$ cat config.mk
export PLATFORM = sky130hd
export DESIGN_NAME = per_cpu_utilization_from_ticks_unit
export DESIGN_NICKNAME = d
export VERILOG_FILES = /design/src/sv/pcu_pkg.sv /design/src/sv/pcu_ram.sv /design/src/sv/pcu_share.sv /design/src/sv/per_cpu_utilization_from_ticks_unit.sv
export SDC_FILE = /design/constraint.sdc
export NUM_CORES = 2
export LEC_CHECK = 0
export BUFFER_PORTS_ARGS = -buffer_cell sky130_fd_sc_hd__buf_4
export CORE_ASPECT_RATIO = 0.6
export CORE_MARGIN = 4
export CORE_UTILIZATION = 50
export CTS_CLUSTER_DIAMETER = 100
export CTS_CLUSTER_SIZE = 12
export DETAILED_ROUTE_END_ITERATION = 12
export PLACE_DENSITY_LB_ADDON = 0.08
export SLEW_MARGIN = 20
export SYNTH_ARGS = -nofsm -noshare
export SYNTH_HDL_FRONTEND = slang
export SYNTH_HIERARCHICAL = 1
export SYNTH_SLANG_ARGS = --single-unit
$ cat constraint.sdc
create_clock -name clk -period 26.5 [get_ports clk]
set_input_delay 2.65 -clock clk [delete_from_list [all_inputs] [get_ports clk]]
set_output_delay 2.65 -clock clk [all_outputs]
set_load 0.02 [all_outputs]
$ cat src/sv/pcu_pkg.sv
`default_nettype none
package pcu_pkg;

  localparam int CPU_SLOTS  = 16;
  localparam int ADDR_W     = (CPU_SLOTS > 1) ? $clog2(CPU_SLOTS) : 1;
  localparam int SLOT_W     = 4;
  localparam int SLOT_EXT_W = 8;
  localparam int TICK_W     = 64;
  localparam int N_CNT      = 8;
  localparam int CNT_W      = $clog2(N_CNT);
  localparam int PCT_W      = 7;
  localparam int Q_W        = 8;
  localparam int NUM_W      = TICK_W + Q_W;
  localparam int PCT_SCALE  = 100;
  localparam int PCT_MAX    = 100;

  // counter positions inside one input word
  localparam int IDX_IDLE   = 3;
  localparam int IDX_IOWAIT = 4;

  localparam int IN_W       = SLOT_W + N_CNT * TICK_W;
  localparam int IN_TDATA_W = ((IN_W + 7) / 8) * 8;
  localparam int OUT_W      = SLOT_W + PCT_W + 1;
  localparam int OUT_TDATA_W = ((OUT_W + 7) / 8) * 8;

endpackage
`default_nettype wire

$ cat src/sv/pcu_ram.sv
`default_nettype none
module pcu_ram #(
  parameter int WIDTH = 8,
  parameter int DEPTH = 16,
  localparam int AW = (DEPTH > 1) ? $clog2(DEPTH) : 1
) (
  input  wire logic             clk,
  input  wire logic             wr_en,
  input  wire logic [AW-1:0]    wr_addr,
  input  wire logic [WIDTH-1:0] wr_data,
  input  wire logic             rd_en,
  input  wire logic [AW-1:0]    rd_addr,
  output logic      [WIDTH-1:0] rd_data
);

  logic [WIDTH-1:0] mem [DEPTH];

  always_ff @(posedge clk) begin
    if (wr_en) begin
      mem[wr_addr] <= wr_data;
    end
    if (rd_en) begin
      rd_data <= mem[rd_addr];
    end
  end

endmodule
`default_nettype wire

$ cat src/sv/pcu_share.sv
`default_nettype none
module pcu_share (
  input  wire logic                        clk,
  input  wire logic                        rst,
  input  wire logic                        start,
  input  wire logic [pcu_pkg::TICK_W-1:0]  busy,
  input  wire logic [pcu_pkg::TICK_W-1:0]  tick_span,
  output logic                             done,
  output logic      [pcu_pkg::PCT_W-1:0]   share
);
  import pcu_pkg::*;

  typedef enum logic [2:0] {
    S_IDLE,
    S_MUL,
    S_ADD,
    S_DIV,
    S_FIN
  } share_state_t;

  share_state_t       state;
  logic [TICK_W-1:0]  busy_r;
  logic [TICK_W-1:0]  den;
  logic [NUM_W-1:0]   rem;
  logic [NUM_W-1:0]   trial;
  logic [Q_W-1:0]     quo;
  logic [CNT_W-1:0]   step;
  logic [NUM_W-1:0]   prod;
  logic               ge;

  assign prod = NUM_W'(busy_r) * NUM_W'(PCT_SCALE);
  assign ge   = rem >= trial;

  // restoring division, one quotient bit per cycle from the top
  always_ff @(posedge clk) begin
    if (rst) begin
      state <= S_IDLE;
      done  <= 1'b0;
    end else begin
      done <= 1'b0;
      case (state)
        S_IDLE: begin
          if (start) begin
            busy_r <= busy;
            den    <= tick_span;
            state  <= S_MUL;
          end
        end
        S_MUL: begin
          rem   <= prod;
          state <= S_ADD;
        end
        S_ADD: begin
          rem   <= rem + NUM_W'(den >> 1);
          trial <= {1'b0, den, (Q_W - 1)'(0)};
          quo   <= '0;
          step  <= '0;
          state <= S_DIV;
        end
        S_DIV: begin
          if (ge) begin
            rem <= rem - trial;
          end
          quo   <= {quo[Q_W-2:0], ge};
          trial <= trial >> 1;
          step  <= step + 1'b1;
          if (step == CNT_W'(Q_W - 1)) begin
            state <= S_FIN;
          end
        end
        S_FIN: begin
          share <= (quo > Q_W'(PCT_MAX)) ? PCT_W'(PCT_MAX) : quo[PCT_W-1:0];
          done  <= 1'b1;
          state <= S_IDLE;
        end
        default: begin
          state <= S_IDLE;
        end
      endcase
    end
  end

endmodule
`default_nettype wire

$ cat src/sv/per_cpu_utilization_from_ticks_unit.sv
// an accepted word passes the sum, check, eval, share and done states to m_tvalid
// one input word is in work at a time: s_tready is high only in the idle state; the work
//   is the serial sum of the eight counters and the bit-per-cycle divider in pcu_share
// reset: synchronous on rst; clears the control state and the per-slot seen bits, the
//   counter memory is not swept and reads only behind a seen bit
`default_nettype none
module per_cpu_utilization_from_ticks_unit (
  input  wire logic                              clk,
  input  wire logic                              rst,
  input  wire logic                              s_tvalid,
  output logic                                   s_tready,
  // cpu_slot, user, nice, system, idle, iowait, irq, softirq, steal ticks, zero pad
  input  wire logic [pcu_pkg::IN_TDATA_W-1:0]    s_tdata,
  output logic                                   m_tvalid,
  input  wire logic                              m_tready,
  // result_slot, busy_percent, percent_valid, zero pad
  output logic      [pcu_pkg::OUT_TDATA_W-1:0]   m_tdata
);
  import pcu_pkg::*;

  typedef enum logic [2:0] {
    ST_IDLE,
    ST_SUM,
    ST_CHECK,
    ST_EVAL,
    ST_SHARE,
    ST_DONE
  } state_t;

  state_t              state;
  logic [SLOT_W-1:0]   slot;
  logic [ADDR_W-1:0]   addr;
  logic                in_range;
  logic [TICK_W-1:0]   ticks [N_CNT];
  logic [TICK_W-1:0]   acc;
  logic [TICK_W-1:0]   idle_sum;
  logic [CNT_W-1:0]    idx;
  logic [TICK_W-1:0]   td;
  logic [TICK_W-1:0]   id;
  logic                t_bw;
  logic                i_bw;
  logic [CPU_SLOTS-1:0] seen;
  logic                seen_prev;
  logic                ok;
  logic [SLOT_W-1:0]   out_slot;
  logic [PCT_W-1:0]    out_pct;
  logic                out_ok;
  logic [PCT_W-1:0]    pct;

  logic [SLOT_EXT_W-1:0] in_slot_ext;
  logic                  in_slot_ok;
  logic                  accept;
  logic                  rd_en;
  logic                  wr_en;
  logic [2*TICK_W-1:0]   rd_data;
  logic [TICK_W-1:0]     last_total;
  logic [TICK_W-1:0]     last_idle;
  logic [TICK_W:0]       diff_t;
  logic [TICK_W:0]       diff_i;
  logic                  share_start;
  logic                  share_done;
  logic [PCT_W-1:0]      share;
  logic [TICK_W-1:0]     busy_c;
  logic                  out_free;

  assign in_slot_ext = SLOT_EXT_W'(s_tdata[SLOT_W-1:0]);
  assign in_slot_ok  = in_slot_ext < SLOT_EXT_W'(CPU_SLOTS);
  assign s_tready    = state == ST_IDLE;
  assign accept      = s_tvalid && s_tready;
  assign rd_en       = accept && in_slot_ok;
  assign wr_en       = (state == ST_CHECK) && in_range;

  assign last_total  = rd_data[2*TICK_W-1:TICK_W];
  assign last_idle   = rd_data[TICK_W-1:0];
  assign diff_t      = {1'b0, acc} - {1'b0, last_total};
  assign diff_i      = {1'b0, idle_sum} - {1'b0, last_idle};

  assign share_start = state == ST_EVAL;
  assign busy_c      = td - id;
  assign out_free    = !m_tvalid || m_tready;

  assign m_tdata = OUT_TDATA_W'({out_ok, out_pct, out_slot});

  pcu_ram #(
    .WIDTH (2 * TICK_W),
    .DEPTH (CPU_SLOTS)
  ) u_ram (
    .clk     (clk),
    .wr_en   (wr_en),
    .wr_addr (addr),
    .wr_data ({acc, idle_sum}),
    .rd_en   (rd_en),
    .rd_addr (in_slot_ext[ADDR_W-1:0]),
    .rd_data (rd_data)
  );

  pcu_share u_share (
    .clk       (clk),
    .rst       (rst),
    .start     (share_start),
    .busy      (busy_c),
    .tick_span (td),
    .done      (share_done),
    .share     (share)
  );

  always_ff @(posedge clk) begin
    if (rst) begin
      state    <= ST_IDLE;
      m_tvalid <= 1'b0;
      seen     <= '0;
    end else begin
      if ((state == ST_DONE) && out_free) begin
        m_tvalid <= 1'b1;
      end else if (m_tready) begin
        m_tvalid <= 1'b0;
      end
      case (state)
        ST_IDLE: begin
          if (accept) begin
            slot     <= s_tdata[SLOT_W-1:0];
            addr     <= in_slot_ext[ADDR_W-1:0];
            in_range <= in_slot_ok;
            for (int i = 0; i < N_CNT; i++) begin
              ticks[i] <= s_tdata[SLOT_W + i*TICK_W +: TICK_W];
            end
            acc   <= '0;
            idx   <= '0;
            state <= ST_SUM;
          end
        end
        ST_SUM: begin
          // one counter per cycle into the total
          acc <= acc + ticks[idx];
          idx <= idx + 1'b1;
          if (idx == '0) begin
            idle_sum <= ticks[IDX_IDLE] + ticks[IDX_IOWAIT];
          end
          if (idx == CNT_W'(N_CNT - 1)) begin
            state <= ST_CHECK;
          end
        end
        ST_CHECK: begin
          td        <= diff_t[TICK_W-1:0];
          id        <= diff_i[TICK_W-1:0];
          t_bw      <= diff_t[TICK_W];
          i_bw      <= diff_i[TICK_W];
          seen_prev <= in_range && seen[addr];
          if (in_range) begin
            seen[addr] <= 1'b1;
          end
          state <= ST_EVAL;
        end
        ST_EVAL: begin
          ok    <= seen_prev && !t_bw && !i_bw && (td != '0) && (id <= td);
          state <= ST_SHARE;
        end
        ST_SHARE: begin
          if (share_done) begin
            pct   <= ok ? share : '0;
            state <= ST_DONE;
          end
        end
        ST_DONE: begin
          if (out_free) begin
            out_slot <= slot;
            out_pct  <= pct;
            out_ok   <= ok;
            state    <= ST_IDLE;
          end
        end
        default: begin
          state <= ST_IDLE;
        end
      endcase
    end
  end

  a_one_at_a_time: assert property (@(posedge clk) disable iff (rst)
    s_tvalid && s_tready |=> !s_tready)
    else $error("second word accepted while one is in work");

  a_done_in_share: assert property (@(posedge clk) disable iff (rst)
    share_done |-> state == ST_SHARE)
    else $error("divider finished outside the wait state");

  a_result_load: assert property (@(posedge clk) disable iff (rst)
    (state == ST_DONE) && out_free |=> m_tvalid && s_tready)
    else $error("finished result not moved to the output register");

  a_invalid_zero: assert property (@(posedge clk) disable iff (rst)
    m_tvalid && !m_tdata[SLOT_W+PCT_W] |-> m_tdata[SLOT_W +: PCT_W] == '0)
    else $error("invalid result with nonzero percent");

endmodule
`default_nettype wire
==> flow_metrics.py <==
metrics = {
    "timing": {
        "setup-violations-final": 0,
        "slew-limit-headroom_pct": 11.32,
        "max_freq_mhz": 130.9,
        "rsz0062_at_grt": "no",
        "finalCritPeriodShare_pct": 28.83,
        "tightest_slew_ps": 1330,
        "period_minus_slack_ps": 7641,
        "fin_skew_ps": 66.40,
        "slew_viol_final": 0,
        "hold_viol_final": 0,
        "tns_ps": 0,
    },
    "cts": {
        "h-tree-depth": 5,
        "cts_num_sinks": 3290,
        "cts-buffers-inserted": 316,
        "cts_resized": 0,
        "cts_tree": "built",
        "cts_setup_buffers": 0,
        "hold_buffers": 0,
        "clk_latency_ps": 910,
        "path_clk_slew_ps": 70,
        "clock_path_buffers": 4,
        "cts_root_buffer": "clkbuf_16",
    },
    "setup_path": {
        "r2r_end": "acc[63]$_SDFFCE_PN0P_",
        "crit_required_ps": 27100,
        "reg2reg_slack_ps": 19790,
        "arrival_ps": 8240,
        "slowest_delay_ps": 830,
        "crit_top_cell": "buf_4",
        "worstPathMaxFanout": 94,
        "end_kind": "flop",
        "path_class": "primary input to flop",
        "crit_chain": "buf_8, buf_12, buf_4, buf_4, buf_12, buf_4, mux4_2, a211oi_1, a21oi_1",
        "rr_worst_depth": 14,
        "crit_buf_inv": 6,
        "slowest_stage": "buf_4",
        "worst_setup_path_start_kind": "primary input",
        "crit_family": "buffers and inverters",
    },
    "global_route": {
        "grt_pass1_vias": 93712,
        "grt_max_degree": 172,
        "grt_pass1_wl_mm": 657.9,
        "grt_use_total_pct": 28.02,
        "grt_overflow": 0,
        "antenna_found_initial": 14,
    },
    "logic_synthesis": {
        "ys_seq_elements": 3290,
        "synth-adder-area-share_pct": 6.064,
        "synth_edf_count": 3263,
        "synth_flop_cell": "edfxtp_1",
        "synth.avg_cell_area_um2": 14.71,
        "muxShareOfSynthArea_pct": 9.826,
        "synth_compound_area_share_pct": 9.939,
        "synth_warnings": 6,
        "async_flop_share_pct": 0,
        "synth-simple-area-share_pct": 5.719,
        "yosysSeqAreaShare_pct": 62.94,
        "synth_area_um2": 156500,
        "syn_inst": 10639,
        "synth_xor_area_share_pct": 2.557,
        "synth_top_family_by_area": "compound AO/OA/AOI/OAI gates",
        "synthDistinctLibCells": 115,
    },
    "die": {
        "dieArea_um2": 322400,
        "num_rows": 158,
        "core_um2": 310200,
        "initial_utilization_pct": 50.46,
        "fp.dieH_um": 441.4,
        "die_w_um": 730.3,
        "ios": 542,
    },
    "hold_path": {
        "hp-start": "pct[0]$_SDFFCE_PN0P_",
        "whs_path_depth": 0,
        "min_path_type": "flop to flop",
        "whs_endpoint": "out_pct[0]$_DFFE_PP_",
    },
    "layout": {
        "layout.cells.most_common_list": "edfxtp_1 (3,263), inv_1 (683), buf_4 (659)",
        "final_util_pct": 55.96,
        "n_fill_cell": 24714,
        "syn_to_final_growth_pct": 10.89,
        "register_area_um2": 98540,
        "multi_input_area_um2": 53690,
        "final_common_cell": "edfxtp_1",
        "nets": 12405,
        "layout-drive-gt1-share_pct": 16.17,
    },
    "power_and_ir_drop": {
        "power.leakage_uw": 0.06190,
        "total_power_uw": 11450,
        "power.density_nw_per_um2": 65.94,
        "irDropWorstVdd_v": 0.00007719,
    },
    "drt": {
        "drc": 0,
        "drt_pass1_iterations": 6,
        "ant_nets": 0,
        "viasPerCell": 6.289,
        "finalWirelength_mm": 455.2,
        "drtIter0Drc": 11345,
        "vias": 96739,
        "routedWlPerCell_um": 29.59,
    },
    "placement": {
        "portBuffers": 533,
        "gp_congestion": 0.9572,
        "dp_hpwl_mm": 308.8,
    },
    "flow_run": {
        "max-cap-violations": 0,
    },
    "outcome": {
        "outcome": "finished clean",
    },
}
[metrics by stage]
stage	cells	cell area [um^2]	setup slack (ps)	hold slack [ps]
finish	15382	173600	18860	419.6
global route	15373	173500	18290	441.4
CTS	15370	173500	18760	418.6
detailed placement	15002	165100	17800	404.5
global placement	15002	165100	17840	408.5
floorplan	10642	156500	806.3	400.3
[worst max path at each step]
stage / startpoint / endpoint / slack, ps / depth (start not counted)
after global placement: s_tdata[0] / u_ram/rd_data[73]$_DFFE_PP_ / 17840 / 9
after detailed placement: s_tdata[0] / u_ram/rd_data[73]$_DFFE_PP_ / 17800 / 9
final: s_tdata[0] / u_ram/rd_data[73]$_DFFE_PP_ / 18860 / 9
after floorplan: rst / ticks[0][0]$_DFFE_PP_ / 810 / 3
after global routing: s_tdata[0] / u_ram/rd_data[73]$_DFFE_PP_ / 18290 / 9
after CTS: s_tdata[0] / u_ram/rd_data[73]$_DFFE_PP_ / 18760 / 9
[cell families (layout without fill, tap and decap cells)]
family	after synthesis	count (layout)
adders and majority gates	719	719
and+or+nand+nor	1865	1865
DFF	3290	3290
buffers and inverters	1155	1725
xor gates and xnor gates	457	457
AOI/OAI and AO/OA	2385	2385
other	1	14
muxes	767	767
[metal layers]
layer | GRT usage (%) | wire (um) | vias up
met5 | 0 | 0 | -
met1 | 43.81 | 207200 | 49549
met4 | 6.667 | 11520 | 0
met3 | 6.499 | 45700 | 481
met2 | 39.65 | 190800 | 4317
li1 | - | - | 42392
[where the power goes]
group / total (uW) / switching, uW / internal (uW)
Combinational: 1450 / 904 / 545
Clock: 4030 / 1870 / 2160
Sequential: 5970 / 107 / 5860
[synthesized netlist by cell type, drive strengths merged, types with 26 or more instances]
master  instances  area [um^2]
xor2          186         1629
a31oi          85        550.5
buf           118        721.9
nand2         635         2384
nand3         120        605.6
a211oi         71        548.0
fa             66         1321
dfxtp          27        540.5
mux2i          92        920.9
o31ai          37        320.3
mux4          609        13720
nand4         151        944.7
nor3           97        485.5
clkbuf        352         1321
a21boi         39        292.8
o221ai         26        227.7
ha            653         8170
nor4           45        296.5
o21a           71        534.3
or3            29        181.4
o21ai         454         2280
o22ai          45        281.5
nand2b         66        412.9
a21o          260         1952
and2           70        437.9
a22oi         259         1949
edfxtp       3263        97980
and3           56        355.3
o21bai        113        848.3
nor2b          65        414.1
inv           685         2571
a21oi         644         3238
mux2           66        743.2
nor2          425         1608
xnor2         271         2374
o211ai         75        578.1
[area by class of cell]
| type | instances | share of cell area (%) |
|---|---|---|
| multi-input combinational | 6197 | 30.93 |
| tap | 4160 | 2.999 |
| clock buffer | 349 | 4.676 |
| inverter | 685 | 1.483 |
| sequential | 3290 | 56.77 |
| clock inverter | 19 | 0.1362 |
| antenna | 10 | 0.01442 |
| timing repair buffer | 672 | 2.987 |
[worst register-to-register path: stages, from the launching register on]
cell and delay (ps):
dfxtp_4 630, buf_4 770, mux4_2 670, mux2_2 290, ha_1 340, a211oi_1 340
o21ai_1 250, a221oi_1 950, a311o_1 550, o31a_1 530, o211a_1 370, o21ai_1 200
a221oi_2 320, xnor2_1 150, nor2_1 50
[sequential cells by signal (all words and copies together), names as in the netlist, 4 cells and up, named ones only]
| name | cells |
|---|---|
| idle_sum | 64 |
| pct | 7 |
| acc | 64 |
| u_ram/mem | 2048 |
| u_share/den | 64 |
| out_slot | 4 |
| u_share/share | 7 |
| u_ram/rd_data | 128 |
| seen | 16 |
| u_share/rem | 72 |
| out_pct | 7 |
| id | 64 |
| u_share/quo | 8 |
| addr | 4 |
| td | 64 |
| u_share/busy_r | 64 |
| ticks | 512 |
| u_share/trial | 71 |
No activity file was read; power rests on OpenSTA's default activity.
